[src/design/ast_pkg.sv]
// ----------------------------------------------------------------------------
// ast_pkg
// Shared types and constants for the assembly source tokenizer.
// ----------------------------------------------------------------------------
package ast_pkg;

    // Identifier buffer size in characters and the index width into it.
    localparam int IDENT_CHARS = 8;
    localparam int IDENT_IDX_W = 3;

    // Width of the saturating number accumulator.
    localparam int NUMBER_BITS = 31;
    localparam logic [NUMBER_BITS-1:0] NUM_MAX = '1;

    // Depth of the queue between the scanner and the output stage.
    localparam int QUEUE_DEPTH = 4;
    localparam int QUEUE_PTR_W = 2;

    // The word "repeat", first character in the lowest byte.
    localparam logic [63:0] WORD_REPEAT = 64'h0000_7461_6570_6572;

    // Character codes that the scanner treats specially.
    localparam logic [7:0] CH_TAB   = 8'h09;
    localparam logic [7:0] CH_LF    = 8'h0A;
    localparam logic [7:0] CH_CR    = 8'h0D;
    localparam logic [7:0] CH_SPACE = 8'h20;
    localparam logic [7:0] CH_ZERO  = 8'h30;
    localparam logic [7:0] COMMENT_CHAR_RESET = 8'h3B;

    typedef enum logic [2:0] {
        TK_ENDLINE = 3'd0,
        TK_IDENT   = 3'd1,
        TK_NUMBER  = 3'd2,
        TK_REPEAT  = 3'd3,
        TK_CHAR    = 3'd4,
        TK_EOF     = 3'd5,
        TK_ERROR   = 3'd6
    } token_kind_t;

    typedef struct packed {
        logic [7:0] in_byte;
        logic       end_of_input;
    } src_item_t;

    typedef struct packed {
        token_kind_t                token_kind;
        logic [7:0]                 char_code;
        logic [63:0]                ident_text;
        logic [3:0]                 ident_length;
        logic                       ident_truncated;
        logic [NUMBER_BITS-1:0]     number_value;
        logic                       number_overflow;
        logic                       last_of_run;
    } tok_item_t;

    // One queue entry holds every token one source item causes. A second
    // token is never an identifier or number, so only its kind and code travel.
    typedef struct packed {
        tok_item_t   first;
        logic        has_second;
        token_kind_t second_kind;
        logic [7:0]  second_char;
    } ast_entry_t;

    typedef struct packed {
        logic full;
        logic empty;
    } queue_status_t;

endpackage

[src/design/assembly_source_tokenizer_core.sv]
// ----------------------------------------------------------------------------
// assembly_source_tokenizer_core
// Byte-stream lexer for assembly source text with a decoupled output stage.
// ----------------------------------------------------------------------------
// The block takes one source byte item per clock cycle and keeps taking them
// as long as its four-entry token queue has room; the scanner updates its
// mode, identifier buffer and decimal accumulator in the cycle an item is
// accepted. While tok_stall is low the output stage delivers one token per
// cycle; an item that causes two tokens (a pending identifier or number
// followed by a delimiter, or a pending token followed by EOF) uses it once
// per token, so one item per cycle holds only while the output is unstalled
// and most items cause at most one token. Tokens pass the queue and then the
// output register. Spaces, tabs and bytes inside a comment cause
// no token. After an error token the block keeps accepting items but is
// silent until reset; after EOF only further end-of-input items give tokens.
// The comment start byte is written through cfg_write and cfg_data and
// resets to a semicolon; it should only be changed while the block is idle.
// ----------------------------------------------------------------------------
module assembly_source_tokenizer_core
    import ast_pkg::*;
(
    input  logic       clk,
    input  logic       rst_n,
    input  logic       cfg_write,
    input  logic [7:0] cfg_data,
    input  logic       src_valid,
    output logic       src_stall,
    input  src_item_t  src_item,
    output logic       tok_valid,
    input  logic       tok_stall,
    output tok_item_t  tok_item
);

    // Queue interface between the scanner and the output stage.
    logic          q_push;
    logic          q_pop;
    ast_entry_t    q_data;
    ast_entry_t    q_head;
    queue_status_t q_status;

    // The scanner classifies each byte and pushes the tokens it causes.
    ast_front u_front
    (
        .clk       (clk),
        .rst_n     (rst_n),
        .cfg_write (cfg_write),
        .cfg_data  (cfg_data),
        .src_valid (src_valid),
        .src_item  (src_item),
        .src_stall (src_stall),
        .q_status  (q_status),
        .q_push    (q_push),
        .q_data    (q_data)
    );

    // The queue lets the scanner run ahead while the output is stalled.
    ast_fifo u_fifo
    (
        .clk       (clk),
        .rst_n     (rst_n),
        .push      (q_push),
        .push_data (q_data),
        .pop       (q_pop),
        .head      (q_head),
        .status    (q_status)
    );

    // The output stage splits each entry into one or two token items.
    ast_back u_back
    (
        .clk       (clk),
        .rst_n     (rst_n),
        .q_head    (q_head),
        .q_status  (q_status),
        .q_pop     (q_pop),
        .tok_valid (tok_valid),
        .tok_stall (tok_stall),
        .tok_item  (tok_item)
    );

endmodule

[src/design/ast_front.sv]
// ----------------------------------------------------------------------------
// ast_front
// Scanner: accepts source items, tracks the lexer mode and builds the tokens.
// ----------------------------------------------------------------------------
module ast_front
    import ast_pkg::*;
(
    input  logic          clk,
    input  logic          rst_n,
    input  logic          cfg_write,
    input  logic [7:0]    cfg_data,
    input  logic          src_valid,
    input  src_item_t     src_item,
    output logic          src_stall,
    input  queue_status_t q_status,
    output logic          q_push,
    output ast_entry_t    q_data
);

    typedef enum logic [2:0] {
        M_IDLE    = 3'd0,
        M_IDENT   = 3'd1,
        M_DECIMAL = 3'd2,
        M_ZERO    = 3'd3,
        M_CR      = 3'd4,
        M_COMMENT = 3'd5,
        M_ERROR   = 3'd6,
        M_DONE    = 3'd7
    } scan_mode_t;

    scan_mode_t             mode_reg, mode_next;
    logic [63:0]            ibuf_reg, ibuf_next;
    logic [3:0]             icnt_reg, icnt_next;
    logic                   iovf_reg, iovf_next;
    logic [NUMBER_BITS-1:0] nacc_reg, nacc_next;
    logic                   nsat_reg, nsat_next;
    logic [7:0]             comment_reg;

    logic [7:0]             b;
    logic                   accept;
    logic                   is_alpha, is_num;

    logic                   idle_emit;
    token_kind_t            idle_kind;
    scan_mode_t             idle_mode;
    logic                   ld_ident, ld_zero, ld_digit;

    logic                   pend_valid;
    tok_item_t              pend_tok;
    logic [NUMBER_BITS+3:0] prod;

    logic                   do_pend, do_idle, fixed_emit, sm_valid;
    token_kind_t            fixed_kind, sm_kind;
    logic [7:0]             sm_char;

    assign b        = src_item.in_byte;
    assign accept   = src_valid && !q_status.full;
    assign src_stall = q_status.full;
    assign is_alpha = (b >= 8'h61 && b <= 8'h7A) || (b >= 8'h41 && b <= 8'h5A);
    assign is_num   = (b >= CH_ZERO && b <= 8'h39);

    // Digit accumulate: acc * 10 + d, checked against the saturation limit.
    assign prod = ({4'b0, nacc_reg} << 3) + ({4'b0, nacc_reg} << 1)
                + {(NUMBER_BITS)'(0), b[3:0] - CH_ZERO[3:0]};

    // What a byte does when no token is in progress.
    always_comb
    begin
        idle_emit = 1'b0;
        idle_kind = TK_CHAR;
        idle_mode = M_IDLE;
        ld_ident  = 1'b0;
        ld_zero   = 1'b0;
        ld_digit  = 1'b0;
        priority if (b == CH_SPACE || b == CH_TAB)
        begin
            idle_mode = M_IDLE;
        end
        else if (b == CH_LF)
        begin
            idle_emit = 1'b1;
            idle_kind = TK_ENDLINE;
        end
        else if (b == CH_CR)
        begin
            idle_emit = 1'b1;
            idle_kind = TK_ENDLINE;
            idle_mode = M_CR;
        end
        else if (is_alpha)
        begin
            ld_ident  = 1'b1;
            idle_mode = M_IDENT;
        end
        else if (b == CH_ZERO)
        begin
            ld_zero   = 1'b1;
            idle_mode = M_ZERO;
        end
        else if (is_num)
        begin
            ld_digit  = 1'b1;
            idle_mode = M_DECIMAL;
        end
        else if (b == comment_reg)
        begin
            idle_mode = M_COMMENT;
        end
        else
        begin
            idle_emit = 1'b1;
            idle_kind = TK_CHAR;
        end
    end

    // The token in progress, as it would be emitted now.
    always_comb
    begin
        pend_tok   = '0;
        pend_valid = 1'b0;
        unique case (mode_reg)
            M_IDENT:
            begin
                pend_valid = 1'b1;
                if (!iovf_reg && icnt_reg == 4'd6 && ibuf_reg == WORD_REPEAT)
                begin
                    pend_tok.token_kind = TK_REPEAT;
                end
                else
                begin
                    pend_tok.token_kind      = TK_IDENT;
                    pend_tok.ident_text      = ibuf_reg;
                    pend_tok.ident_length    = icnt_reg;
                    pend_tok.ident_truncated = iovf_reg;
                end
            end
            M_DECIMAL:
            begin
                pend_valid               = 1'b1;
                pend_tok.token_kind      = TK_NUMBER;
                pend_tok.number_value    = nacc_reg;
                pend_tok.number_overflow = nsat_reg;
            end
            M_ZERO:
            begin
                pend_valid          = 1'b1;
                pend_tok.token_kind = TK_NUMBER;
            end
            default:
            begin
                pend_valid = 1'b0;
            end
        endcase
    end

    // Mode transitions and token state update for one accepted item.
    always_comb
    begin
        mode_next  = mode_reg;
        ibuf_next  = ibuf_reg;
        icnt_next  = icnt_reg;
        iovf_next  = iovf_reg;
        nacc_next  = nacc_reg;
        nsat_next  = nsat_reg;
        do_pend    = 1'b0;
        do_idle    = 1'b0;
        fixed_emit = 1'b0;
        fixed_kind = TK_ENDLINE;

        if (mode_reg == M_ERROR)
        begin
            mode_next = M_ERROR;
        end
        else if (src_item.end_of_input)
        begin
            do_pend    = pend_valid;
            fixed_emit = 1'b1;
            fixed_kind = TK_EOF;
            mode_next  = M_DONE;
        end
        else
        begin
            unique case (mode_reg)
                M_DONE:
                begin
                    mode_next = M_DONE;
                end
                M_COMMENT:
                begin
                    if (b == CH_LF)
                    begin
                        fixed_emit = 1'b1;
                        mode_next  = M_IDLE;
                    end
                    else if (b == CH_CR)
                    begin
                        fixed_emit = 1'b1;
                        mode_next  = M_CR;
                    end
                end
                M_CR:
                begin
                    mode_next = M_IDLE;
                    do_idle   = (b != CH_LF);
                end
                M_IDENT:
                begin
                    if (is_alpha || is_num)
                    begin
                        if (icnt_reg < 4'(IDENT_CHARS))
                        begin
                            ibuf_next[8*icnt_reg[IDENT_IDX_W-1:0] +: 8] = b;
                            icnt_next = icnt_reg + 4'd1;
                        end
                        else
                        begin
                            iovf_next = 1'b1;
                        end
                    end
                    else
                    begin
                        do_pend = 1'b1;
                        do_idle = 1'b1;
                    end
                end
                M_DECIMAL:
                begin
                    if (is_num)
                    begin
                        if (nsat_reg || prod > {4'b0, NUM_MAX})
                        begin
                            nacc_next = NUM_MAX;
                            nsat_next = 1'b1;
                        end
                        else
                        begin
                            nacc_next = prod[NUMBER_BITS-1:0];
                        end
                    end
                    else
                    begin
                        do_pend = 1'b1;
                        do_idle = 1'b1;
                    end
                end
                M_ZERO:
                begin
                    if (is_num)
                    begin
                        fixed_emit = 1'b1;
                        fixed_kind = TK_ERROR;
                        mode_next  = M_ERROR;
                    end
                    else
                    begin
                        do_pend = 1'b1;
                        do_idle = 1'b1;
                    end
                end
                default:
                begin
                    do_idle = 1'b1;
                end
            endcase
        end

        // Emitting the token in progress, or failing with an error, clears it.
        if (do_pend || fixed_kind == TK_ERROR)
        begin
            ibuf_next = '0;
            icnt_next = '0;
            iovf_next = 1'b0;
            nacc_next = '0;
            nsat_next = 1'b0;
        end

        if (do_idle)
        begin
            mode_next = idle_mode;
            if (ld_ident || ld_zero || ld_digit)
            begin
                ibuf_next = '0;
                icnt_next = '0;
                iovf_next = 1'b0;
                nacc_next = '0;
                nsat_next = 1'b0;
            end
            if (ld_ident)
            begin
                ibuf_next = {56'b0, b};
                icnt_next = 4'd1;
            end
            if (ld_digit)
            begin
                nacc_next = {(NUMBER_BITS-4)'(0), b[3:0] - CH_ZERO[3:0]};
            end
        end
    end

    // The token that is not an identifier or number, if any.
    assign sm_valid = fixed_emit || (do_idle && idle_emit);
    assign sm_kind  = fixed_emit ? fixed_kind : idle_kind;
    assign sm_char  = (!fixed_emit && idle_kind == TK_CHAR) ? b : 8'h00;

    always_comb
    begin
        q_data = '0;
        if (do_pend)
        begin
            q_data.first       = pend_tok;
            q_data.has_second  = sm_valid;
            q_data.second_kind = sm_kind;
            q_data.second_char = sm_char;
        end
        else
        begin
            q_data.first.token_kind = sm_kind;
            q_data.first.char_code  = sm_char;
            q_data.second_kind      = TK_ENDLINE;
        end
    end

    assign q_push = accept && (do_pend || sm_valid);

    always_ff @(posedge clk or negedge rst_n)
    begin
        if (!rst_n)
        begin
            mode_reg    <= M_IDLE;
            ibuf_reg    <= '0;
            icnt_reg    <= '0;
            iovf_reg    <= 1'b0;
            nacc_reg    <= '0;
            nsat_reg    <= 1'b0;
            comment_reg <= COMMENT_CHAR_RESET;
        end
        else
        begin
            if (cfg_write)
            begin
                comment_reg <= cfg_data;
            end
            if (accept)
            begin
                mode_reg <= mode_next;
                ibuf_reg <= ibuf_next;
                icnt_reg <= icnt_next;
                iovf_reg <= iovf_next;
                nacc_reg <= nacc_next;
                nsat_reg <= nsat_next;
            end
        end
    end

endmodule

[src/design/ast_fifo.sv]
// ----------------------------------------------------------------------------
// ast_fifo
// Short queue of token entries between the scanner and the output stage.
// ----------------------------------------------------------------------------
module ast_fifo
    import ast_pkg::*;
(
    input  logic          clk,
    input  logic          rst_n,
    input  logic          push,
    input  ast_entry_t    push_data,
    input  logic          pop,
    output ast_entry_t    head,
    output queue_status_t status
);

    ast_entry_t             mem [QUEUE_DEPTH];
    logic [QUEUE_PTR_W-1:0] wr_ptr_reg, rd_ptr_reg;
    logic [QUEUE_PTR_W:0]   count_reg;

    assign head         = mem[rd_ptr_reg];
    assign status.full  = (count_reg == (QUEUE_PTR_W+1)'(QUEUE_DEPTH));
    assign status.empty = (count_reg == '0);

    always_ff @(posedge clk)
    begin
        if (push)
        begin
            mem[wr_ptr_reg] <= push_data;
        end
    end

    always_ff @(posedge clk or negedge rst_n)
    begin
        if (!rst_n)
        begin
            wr_ptr_reg <= '0;
            rd_ptr_reg <= '0;
            count_reg  <= '0;
        end
        else
        begin
            if (push)
            begin
                wr_ptr_reg <= wr_ptr_reg + 1'b1;
            end
            if (pop)
            begin
                rd_ptr_reg <= rd_ptr_reg + 1'b1;
            end
            if (push && !pop)
            begin
                count_reg <= count_reg + 1'b1;
            end
            else if (pop && !push)
            begin
                count_reg <= count_reg - 1'b1;
            end
        end
    end

endmodule

[src/design/ast_back.sv]
// ----------------------------------------------------------------------------
// ast_back
// Output stage: delivers the tokens of each queue entry one per cycle unless stalled.
// ----------------------------------------------------------------------------
module ast_back
    import ast_pkg::*;
(
    input  logic          clk,
    input  logic          rst_n,
    input  ast_entry_t    q_head,
    input  queue_status_t q_status,
    output logic          q_pop,
    output logic          tok_valid,
    input  logic          tok_stall,
    output tok_item_t     tok_item
);

    typedef enum logic {
        PH_FIRST  = 1'b0,
        PH_SECOND = 1'b1
    } phase_t;

    phase_t    phase_reg, phase_next;
    logic      valid_reg, valid_next;
    tok_item_t item_reg, item_next;
    logic      slot_free, load;

    assign slot_free = !valid_reg || !tok_stall;
    assign load      = slot_free && !q_status.empty;

    always_comb
    begin
        phase_next = phase_reg;
        item_next  = item_reg;
        valid_next = valid_reg && !slot_free;
        q_pop      = 1'b0;
        if (load)
        begin
            valid_next = 1'b1;
            unique case (phase_reg)
                PH_FIRST:
                begin
                    item_next             = q_head.first;
                    item_next.last_of_run = !q_head.has_second;
                    q_pop                 = !q_head.has_second;
                    phase_next            = q_head.has_second ? PH_SECOND : PH_FIRST;
                end
                PH_SECOND:
                begin
                    item_next             = '0;
                    item_next.token_kind  = q_head.second_kind;
                    item_next.char_code   = q_head.second_char;
                    item_next.last_of_run = 1'b1;
                    q_pop                 = 1'b1;
                    phase_next            = PH_FIRST;
                end
                default:
                begin
                    phase_next = PH_FIRST;
                end
            endcase
        end
    end

    always_ff @(posedge clk or negedge rst_n)
    begin
        if (!rst_n)
        begin
            phase_reg <= PH_FIRST;
            valid_reg <= 1'b0;
            item_reg  <= '0;
        end
        else
        begin
            phase_reg <= phase_next;
            valid_reg <= valid_next;
            item_reg  <= item_next;
        end
    end

    assign tok_valid = valid_reg;
    assign tok_item  = item_reg;

endmodule

[config.mk]
export PLATFORM = sky130hd
export DESIGN_NAME = assembly_source_tokenizer_core
export DESIGN_NICKNAME = d
export VERILOG_FILES = /design/src/design/ast_pkg.sv /design/src/design/assembly_source_tokenizer_core.sv /design/src/design/ast_front.sv /design/src/design/ast_fifo.sv /design/src/design/ast_back.sv
export SDC_FILE = /design/constraint.sdc
export NUM_CORES = 1
export LEC_CHECK = 0
export ABC_CLOCK_PERIOD_IN_PS = 5800
export BUFFER_PORTS_ARGS = -buffer_cell sky130_fd_sc_hd__buf_2
export CAP_MARGIN = 20
export CORE_UTILIZATION = 45
export CTS_CLUSTER_SIZE = 30
export DETAILED_ROUTE_END_ITERATION = 10
export HOLD_SLACK_MARGIN = 0.08
export PLACE_DENSITY = 0.68
export SLEW_MARGIN = 20
export SYNTH_ARGS = -nofsm -noshare
export SYNTH_HDL_FRONTEND = slang
export SYNTH_SLANG_ARGS = --single-unit
[constraint.sdc]
create_clock -name clk -period 5.8 [get_ports clk]
set_input_delay 0.87 -clock clk [delete_from_list [all_inputs] [get_ports clk]]
set_output_delay 0.87 -clock clk [all_outputs]
set_load 0.05 [all_outputs]
# Word-level counts from Yosys, hierarchy flattened
# Memories as Yosys holds them, arrays and structs flattened.
# Cells that the tools add are included.
# W data, S select, Z words.
dict set report totals {
  ram_bits 500
  memories 1
  reg_bits 234
  out_inout_bits 115
  in_bits 22
}
dict set report op_classes {
  n_mux 122
  shifts 2
  reduce_logical 40
  addsub 8
  magnitude_cmp 8
  n_bitwise 1
  n_eq_ne 21
}
# memory words word_bits rd rd_clocked_by_memory_dff write_ports line
set mem_list {}
lappend mem_list {u_fifo.mem 4 125 1 0 1 ast_fifo.sv:17} ;# ast_entry_t mem [QUEUE_DEPTH];
# op count
set ops {}
lappend ops {{$mux W64} 9}
lappend ops {{$mux W31} 9}
lappend ops {{$pmux W113 S2} 1}
lappend ops {{$mux W69} 2}
lappend ops {{$mux W103} 1}
lappend ops {{$mux W3} 24}
lappend ops {{$bwmux W64} 1}
lappend ops {{$eq A64 B47 Y1 const B} 1}
lappend ops {{$shift A8 B34 Y64 const A} 1}
lappend ops {{$shiftx A8 B34 Y64} 1}
lappend ops {{$mux W1} 54}
lappend ops {{$mux W4} 9}
lappend ops {{$add A34 B32 Y35} 1}
lappend ops {{$add A35 B4 Y35} 1}
lappend ops {{$gt A35 B31 Y1 const B} 1}
lappend ops {{$neg A6 Y34} 1}
lappend ops {{$mux W32} 1}
lappend ops {{$eq A8 B4 Y1 const B} 3}
lappend ops {{$eq A3 B3 Y1 const B} 7}
lappend ops {{$eq A8 B6 Y1 const B} 2}
lappend ops {{$ge A8 B7 Y1 const B} 2}
lappend ops {{$le A8 B7 Y1 const B} 2}
lappend ops {{$mux W8} 2}
lappend ops {{$logic_and A1 B1 Y1} 13}
lappend ops {{29 further kinds} 53}

# Longest topological paths before layout
# Gate-level depths: netlist of run 1.
dict set report logic_depth {
  depth_word 16
  ltp_mapped 15
}

# By module
# A second synthesis of run 1 with hierarchy kept.
dict set report hier_totals {
  cells_unflattened 1992
  hier_area_um2 31808.0
}
# module n_inst seq_area_each_um2 area_each_um2 cells_each
set by_module_without_submodules {}
lappend by_module_without_submodules {ast_fifo 1 15189.6 18385.1 687}
lappend by_module_without_submodules {ast_front 1 2808.9 8319.2 934}
lappend by_module_without_submodules {ast_back 1 2877.8 5103.6 371}

# Least setup slack after synthesis of run 1
# Ideal clock, no wire load.
dict set report synth_timing {
  path_type {in2reg}
  start {input src_item[4] (netlist name)}
  end {memory u_fifo.mem[2][0] (netlist name) (enable)}
  path_stages 10
  setup_slack_ns -0.310
  n_path_buf 1
  setup_ns 0.498
  required_ns 5.302
  arrival_time_ns 5.612
  path_cell_list {buf_6 or4_4 o221ai_4 and2_1 o221a_2 nand2_1 a21oi_1 nor3_1 a21oi_2 and2_1}
}
dict set report synth_between {
  elab_chain_cells 14
}
# element line
set synth_lines {}
lappend synth_lines {{start, declared} assembly_source_tokenizer_core.sv:28} ;# input src_item_t src_item,
lappend synth_lines {{$ge A8 B7 Y1 (tied with other cells)} ast_front.sv:59} ;# assign is_alpha = (b >= 8'h61 && b <= 8'h7A) || (b >= 8'h41 && b <= 8'h5A);
lappend synth_lines {{$logic_and A1 B1 Y1 (tied with other cells)} ast_front.sv:59}
lappend synth_lines {{$logic_or A1 B1 Y1 or $mux W1 (tied branches)} {ast_front.sv:59, ast_front.sv:100}}
lappend synth_lines {{$logic_or A1 B1 Y1 or $mux W1 (tied branches)} {ast_front.sv:208, ast_front.sv:95}}
lappend synth_lines {{$mux W1, on equally long branches} {ast_front.sv:208, ast_front.sv:90}}
lappend synth_lines {{$pmux W1 S4 or $mux W1 (tied branches)} {ast_front.sv:183, ast_front.sv:84}}
lappend synth_lines {{$mux W1, on equally long branches} {ast_front.sv:174, ast_front.sv:79}}
lappend synth_lines {{$mux W1, on equally long branches} {ast_front.sv:170, ast_front.sv:75}}
lappend synth_lines {{$logic_and A1 B1 Y1} ast_front.sv:301} ;# assign sm_valid = fixed_emit || (do_idle && idle_emit);
lappend synth_lines {{$logic_or A1 B1 Y1} ast_front.sv:301}
lappend synth_lines {{$logic_or A1 B1 Y1 (*)} ast_front.sv:323} ;# assign q_push = accept && (do_pend || sm_valid);
lappend synth_lines {{$logic_and A1 B1 Y1 (*)} ast_front.sv:323}
lappend synth_lines {{via q_push} assembly_source_tokenizer_core.sv:35} ;# logic q_push;
lappend synth_lines {{$mux W1 (*)} ast_fifo.sv:27} ;# if (push)
lappend synth_lines {{$mux W1 (not written as such) (*)} ast_fifo.sv:29} ;# mem[wr_ptr_reg] <= push_data;
lappend synth_lines {{end, declared} ast_fifo.sv:17}
# The timed path passes the listed nets; every way through them passes the cells marked *.

# Worst setup path after layout of run 1
dict set report layout_timing {
  start {input src_item[4] (netlist name)}
  end {register u_front.nacc_reg[12]}
}
dict set report layout_between {
  elab_chain_cells 13
}
# element line
set layout_lines {}
lappend layout_lines {{branches (longest 12 deep; another with $add A35 B4 Y35)} -}
lappend layout_lines {{$mux W31 (*)} ast_front.sv:277} ;# if (do_idle)
lappend layout_lines {{end signal, assigned} ast_front.sv:349} ;# nacc_reg <= nacc_next;
lappend layout_lines {{end, declared} ast_front.sv:35} ;# logic [NUMBER_BITS-1:0] nacc_reg, nacc_next;
# Every way passes the cells marked *.
# A chain may end at the register's enable or synchronous reset.

==> impl_metrics.py, run 1 <==
metrics = {
    "run_status": {
        "outcome": "completed",
    },
    "die": {
        "core_um2": 67200,
        "die_y_um": 263,
        "io_pins": 137,
        "rows": 95,
        "start_util_pct": 45.5,
        "die_area_um2": 69000,
        "die-width_um": 263,
    },
    "clock_tree": {
        "cts_tree": "built",
        "htreeDepth": 3,
        "clockBufferDepth": 3,
        "path_clk_slew_ns": 0.06,
        "cts_buffers": 74,
        "hold_buffers": 0,
        "post-cts-setup-buffers": 0,
        "cts_sinks": 730,
        "cts-root-buf": "clkbuf_16",
        "cts_resized": 0,
        "clk_latency_ns": 0.61,
    },
    "routing": {
        "wl_per_cell_um": 23.1,
        "highest_layer": "met5",
        "num_vias": 17000,
        "ant_nets": 0,
        "vias_per_cell": 5.85,
        "met3WireLength_um": 3150,
        "wl_met1_um": 28600,
        "routed_wl_um": 67200,
        "drc_errors": 0,
        "drtPass1Iterations": 5,
        "drt_iter0_markers": 1253,
        "route.met2.wl_um": 33500,
    },
    "timing": {
        "setup_viol": 0,
        "finalCriticalPeriod_ns": 4.71,
        "max_freq_mhz": 212,
        "rsz0062_at_grt": "no",
        "worst_slew_pin_slew_ns": 1.08,
        "fin_ws_ns": 1.09,
        "finalHoldViolCount": 0,
        "holdWs_ns": 0.147,
        "setup_tns_ns": 0,
        "finalCritPeriodShare_pct": 81.2,
        "finalMaxSlewViolations": 0,
        "slew_headroom_pct": 27.9,
        "fin_skew_ns": 0.0293,
    },
    "global_route": {
        "grt-ovfl-total": 0,
        "grt.total_usage_pct": 19.8,
        "grt_pass1_wl_um": 105000,
        "grt_max_degree": 128,
        "antenna_found_initial": 5,
        "grt_pass1_vias": 17700,
    },
    "yosys": {
        "ys_seq_area_share_pct": 67.9,
        "synthCells": 1834,
        "avgSynthCellArea_um2": 16.7,
        "synth_area_um2": 30600,
        "yosysWarnings": 0,
        "ys_async_sr_fraction_pct": 32.1,
        "synthDistinctLibCells": 83,
        "synth_edf_count": 496,
        "synth-seq-cells": 730,
        "synthFlopType": "edfxtp_1",
    },
    "setup_path": {
        "crit_arrival_ns": 5.25,
        "worstPathRequired_ns": 6.34,
        "endpoint_kind": "flop",
        "max_stage_delay_ns": 0.84,
        "critPathMaxFanout": 17,
        "worstSetupStartpointType": "input port",
        "crit_path_cell_trace": "buf_2, inv_1, fa_1, inv_1, ha_1, a211oi_1, o21ai_0, o211ai_1, nand3_1, a21o_1, a41oi_1, xor2_1, a311oi_2, buf_4, a221o_1",
        "cp_common_cell": "inv_1",
        "worstSetupPathType": "input port to flop",
        "slowest_stage": "a311oi_2",
    },
    "cells_and_area": {
        "areaGrowthSynthToFinish_pct": 13.6,
        "final_common_cell": "edfxtp_1",
        "diodes": 0,
        "fin_util_pct": 51.7,
        "multi_input_area_um2": 9400,
        "layout-drive-gt1-share_pct": 22.7,
        "largest_reg_flops": 496,
        "fillers": 5381,
        "layout_common_cells": "edfxtp_1 (496), dfrtp_1 (227), a22o_1 (157)",
        "regArea_um2": 20800,
        "layout.nets": 2079,
    },
    "hold_path": {
        "min_path_type": "input port to async pin",
    },
    "flow_run": {
        "drv_cap": 0,
    },
    "place": {
        "dp_hpwl_um": 43200,
        "post-place-ws_ns": 0.513,
        "place_congestion": 0.859,
        "io_buffers": 136,
    },
    "power_and_ir_drop": {
        "power_uw": 17300,
        "power.leakage_uw": 0.0135,
        "power_density_nw_per_um2": 499,
        "ir_worst_vdd_v": 0.000255,
    },
}
critical path: cells and delay by family:
| family | cells | cell delay, ns |
|---|---|---|
| compound gates | 7 | 2.29 |
| fa+ha+maj | 2 | 0.93 |
| xor+xnor | 1 | 0.13 |
| buf+inv | 4 | 0.84 |
| simple gates | 1 | 0.18 |
cells by family after synthesis:
group / count (synthesis) / share of synthesized area, %
flops: 730 / 67.9
compound gates: 364 / 9.66
simple gates: 356 / 6.65
mux: 145 / 9.87
buf+inv: 121 / 1.55
fa+ha+maj: 75 / 3.14
xor+xnor: 42 / 1.20
other cells: 1 / 0.0123
cell type report:
cell class / instances / area share [%]
multi-input combinational: 986 / 27.1
clock buffer: 99 / 5.90
inverter: 26 / 0.281
tap: 873 / 3.15
clock inverter: 34 / 0.894
sequential: 730 / 59.8
timing repair buffer: 164 / 2.90
metal layers:
metal	track usage, %	vias up
met3	2.87	107
li1	-	7587
met5	0	-
met4	6.88	6
met1	26.7	8888
met2	32.8	450
path summary, 6_finish.rpt:
path | from | endpoint | slack (ns) | depth (start not counted)
hold reg to reg | u_back.tok_item[105]$_DFFE_PN0P_ | u_back.tok_item[105]$_DFFE_PN0P_ | 0.48 | 2
min in group clk | u_back.tok_item[105]$_DFFE_PN0P_ | u_back.tok_item[105]$_DFFE_PN0P_ | 0.48 | 2
max in group asynchronous | rst_n | u_back.tok_item[45]$_DFFE_PN0P_ | 4.15 | 3
setup / recovery | src_item[4] | u_front.nacc_reg[12]$_DFFE_PN0P_ | 1.09 | 15
hold / removal | rst_n | u_back.tok_item[87]$_DFFE_PN0P_ | 0.15 | 1
setup reg to reg | u_front.nacc_reg[0]$_DFFE_PN0P_ | u_front.nacc_reg[12]$_DFFE_PN0P_ | 1.32 | 13
metrics by stage:
stage	instances	area (um^2)
CTS	2911	34700
global placement	2777	32300
finish	2912	34700
floorplan	1837	30600
global route	2912	34700
detailed placement	2778	32300
cells in the mapped netlist (all sizes together) (10+ instances only):
| library cell | number | share of area (%) |
|---|---|---|
| a21oi | 49 | 0.81 |
| dfrtp | 229 | 19 |
| nor2b | 15 | 0.31 |
| a221o | 28 | 0.92 |
| buf | 24 | 0.36 |
| nor4 | 15 | 0.38 |
| mux4 | 124 | 9.1 |
| nand2 | 57 | 0.70 |
| inv | 26 | 0.32 |
| a211oi | 11 | 0.29 |
| mux2i | 11 | 0.36 |
| a22o | 157 | 4.5 |
| a21o | 12 | 0.29 |
| edfxtp | 496 | 49 |
| mux2 | 10 | 0.37 |
| nor3 | 15 | 0.28 |
| o21ai | 48 | 1.1 |
| clkbuf | 71 | 0.87 |
| xnor2 | 20 | 0.57 |
| xor2 | 22 | 0.63 |
| and2 | 129 | 2.6 |
| nor2 | 59 | 0.75 |
| ha | 72 | 2.9 |
power breakdown:
| part | switching, uW | internal (uW) | leakage [uW] |
|---|---|---|---|
| registers | 657 | 6690 | 0.00770 |
| clock network | 1940 | 2670 | 0.00116 |
| logic | 3450 | 1900 | 0.00465 |
| total | 6050 | 11300 | 0.0135 |
Power figures use the tool's default switching activity.
==> run 2, diff against run 1 <==
ABC_CLOCK_PERIOD_IN_PS = 4200   (was 5800)
PLACE_DENSITY = 0.71   (was 0.68)
clock period = 4.2 ns   (was 5.8 ns; I/O delays follow)
==> impl_metrics.py, run 2 (same netlist as run 1, synthesis figures left out) <==
metrics = {
    "timing": {
        "finalHoldViolCount": 0,
        "fin_ws_ns": 0.363,
        "finalCriticalPeriod_ns": 3.84,
        "max_freq_mhz": 261,
        "worst_slew_pin_slew_ns": 1.06,
        "finalCritPeriodShare_pct": 91.3,
        "rsz0062_at_grt": "no",
        "slew_headroom_pct": 29.1,
        "setup_viol": 0,
        "finalMaxSlewViolations": 0,
        "fin_skew_ns": 0.0171,
    },
    "setup_path": {
        "crit_arrival_ns": 4.33,
        "worst-path-stages": 14,
        "critPathMaxFanout": 17,
        "crit_path_cell_trace": "inv_1, fa_1, inv_1, ha_1, a211oi_1, o21ai_0, o211ai_1, nand3_1, a21o_1, a41oi_1, xor2_1, a311oi_2, buf_4, a221o_1",
        "cp_num_buf_inv": 3,
        "endpoint_kind": "flop",
        "path_delay_family": "compound AO/OA/AOI/OAI gates",
        "worstSetupPathType": "flop to flop",
        "worstSetupStartpointType": "flop",
        "reg2regPathDepth": 14,
        "worstPathRequired_ns": 4.69,
        "max_stage_delay_ns": 0.55,
        "cp_common_cell": "inv_1",
        "slowest_stage": "fa_1",
    },
    "clock_tree": {
        "post-cts-setup-buffers": 0,
        "cts_tree": "built",
        "cts_sinks": 730,
        "cts_buffers": 74,
        "cts-root-buf": "clkbuf_16",
        "htreeDepth": 3,
        "clockBufferDepth": 3,
        "hold_buffers": 0,
        "path_clk_slew_ns": 0.06,
        "clk_latency_ns": 0.61,
        "cts_resized": 0,
    },
    "routing": {
        "drtPass1Iterations": 5,
        "wl_per_cell_um": 23.0,
        "drc_errors": 0,
        "drt_iter0_markers": 1388,
        "num_vias": 17100,
        "ant_nets": 0,
        "vias_per_cell": 5.83,
        "routed_wl_um": 67700,
    },
    "run_status": {
        "outcome": "completed",
    },
    "global_route": {
        "grt_max_degree": 126,
        "grt.total_usage_pct": 19.8,
        "grt_pass1_wl_um": 105000,
        "antenna_found_initial": 3,
        "grt-ovfl-total": 0,
        "grt_pass1_vias": 17800,
    },
    "cells_and_area": {
        "layout.nets": 2104,
        "final_common_cell": "edfxtp_1",
        "layout-drive-gt1-share_pct": 23.4,
        "largest_reg_flops": 496,
        "layout_common_cells": "edfxtp_1 (496), dfrtp_1 (227), a22o_1 (157)",
        "fillers": 5321,
        "areaGrowthSynthToFinish_pct": 15.1,
        "fin_util_pct": 52.4,
        "layout.cells.non_filler": 2941,
    },
    "place": {
        "place_congestion": 0.890,
        "post-place-ws_ns": 0.0943,
        "dp.cells": 2803,
        "io_buffers": 136,
        "dp_hpwl_um": 43500,
    },
    "die": {
        "start_util_pct": 45.5,
        "die_area_um2": 69000,
        "die_y_um": 263,
        "rows": 95,
        "io_pins": 137,
        "die-width_um": 263,
        "core_um2": 67200,
    },
    "hold_path": {
        "min_path_type": "input port to async pin",
    },
    "flow_run": {
        "drv_cap": 0,
    },
    "power_and_ir_drop": {
        "power.leakage_uw": 0.0137,
        "power_density_nw_per_um2": 691,
        "ir_worst_vdd_v": 0.000352,
    },
}
-- run 2: worst paths after layout --
| kind | from | to | slack [ns] |
|---|---|---|---|
| setup / recovery | u_front.nacc_reg[2]$_DFFE_PN0P_ | u_front.nacc_reg[9]$_DFFE_PN0P_ | 0.36 |
| hold / removal | rst_n | u_back.tok_item[86]$_DFFE_PN0P_ | 0.10 |
| setup reg to reg | u_front.nacc_reg[2]$_DFFE_PN0P_ | u_front.nacc_reg[9]$_DFFE_PN0P_ | 0.36 |
| hold reg to reg | u_back.tok_item[102]$_DFFE_PN0P_ | u_back.tok_item[102]$_DFFE_PN0P_ | 0.48 |
| max in group asynchronous | rst_n | u_front.nacc_reg[20]$_DFFE_PN0P_ | 3.17 |
| min in group clk | cfg_data[3] | u_front.comment_reg[3]$_DFFE_PN1P_ | 0.26 |
-- run 2: routing by layer --
layer	vias to the layer above	track usage, %	routed length, um	share of wire, %
met3	103	3.37	4040	6.0
met1	8899	26.4	28100	42
met5	-	0	13	0.019
met2	522	33.5	34100	50
li1	7619	-	-	-
met4	2	5.99	1380	2.0
-- run 2: cell type report --
cell class	count	area, um^2	share of cell area [%]
Sequential cell	730	20800	59.0
Multi-Input combinational cell	986	9390	26.7
Clock buffer	110	2190	6.23
Timing Repair Buffer	189	1320	3.76
Tap cell	873	1090	3.10
Clock inverter	25	323	0.918
Inverter	26	97.6	0.277
Antenna cell	2	5.00	0.0142
-- run 2: metrics by stage --
step           power, uW  cell area [um^2]  setup TNS, ns  hold WS [ns]
4_1_cts            24600             35200              0         0.115
2_1_floorplan      15500             30600        -147.10         0.334
5_1_grt            25400             35200              0         0.171
6_report           24300             35200              0         0.104
3_5_place_dp       17900             32600              0         0.474
3_3_place_gp       17700             32600              0         0.463
-- run 2: where the power goes --
group,total [uW],internal (uW),switching [uW]
Combinational,7650,2720,4930
Sequential,9960,9240,715
Clock,6700,4050,2650
Total,24300,16000,8300
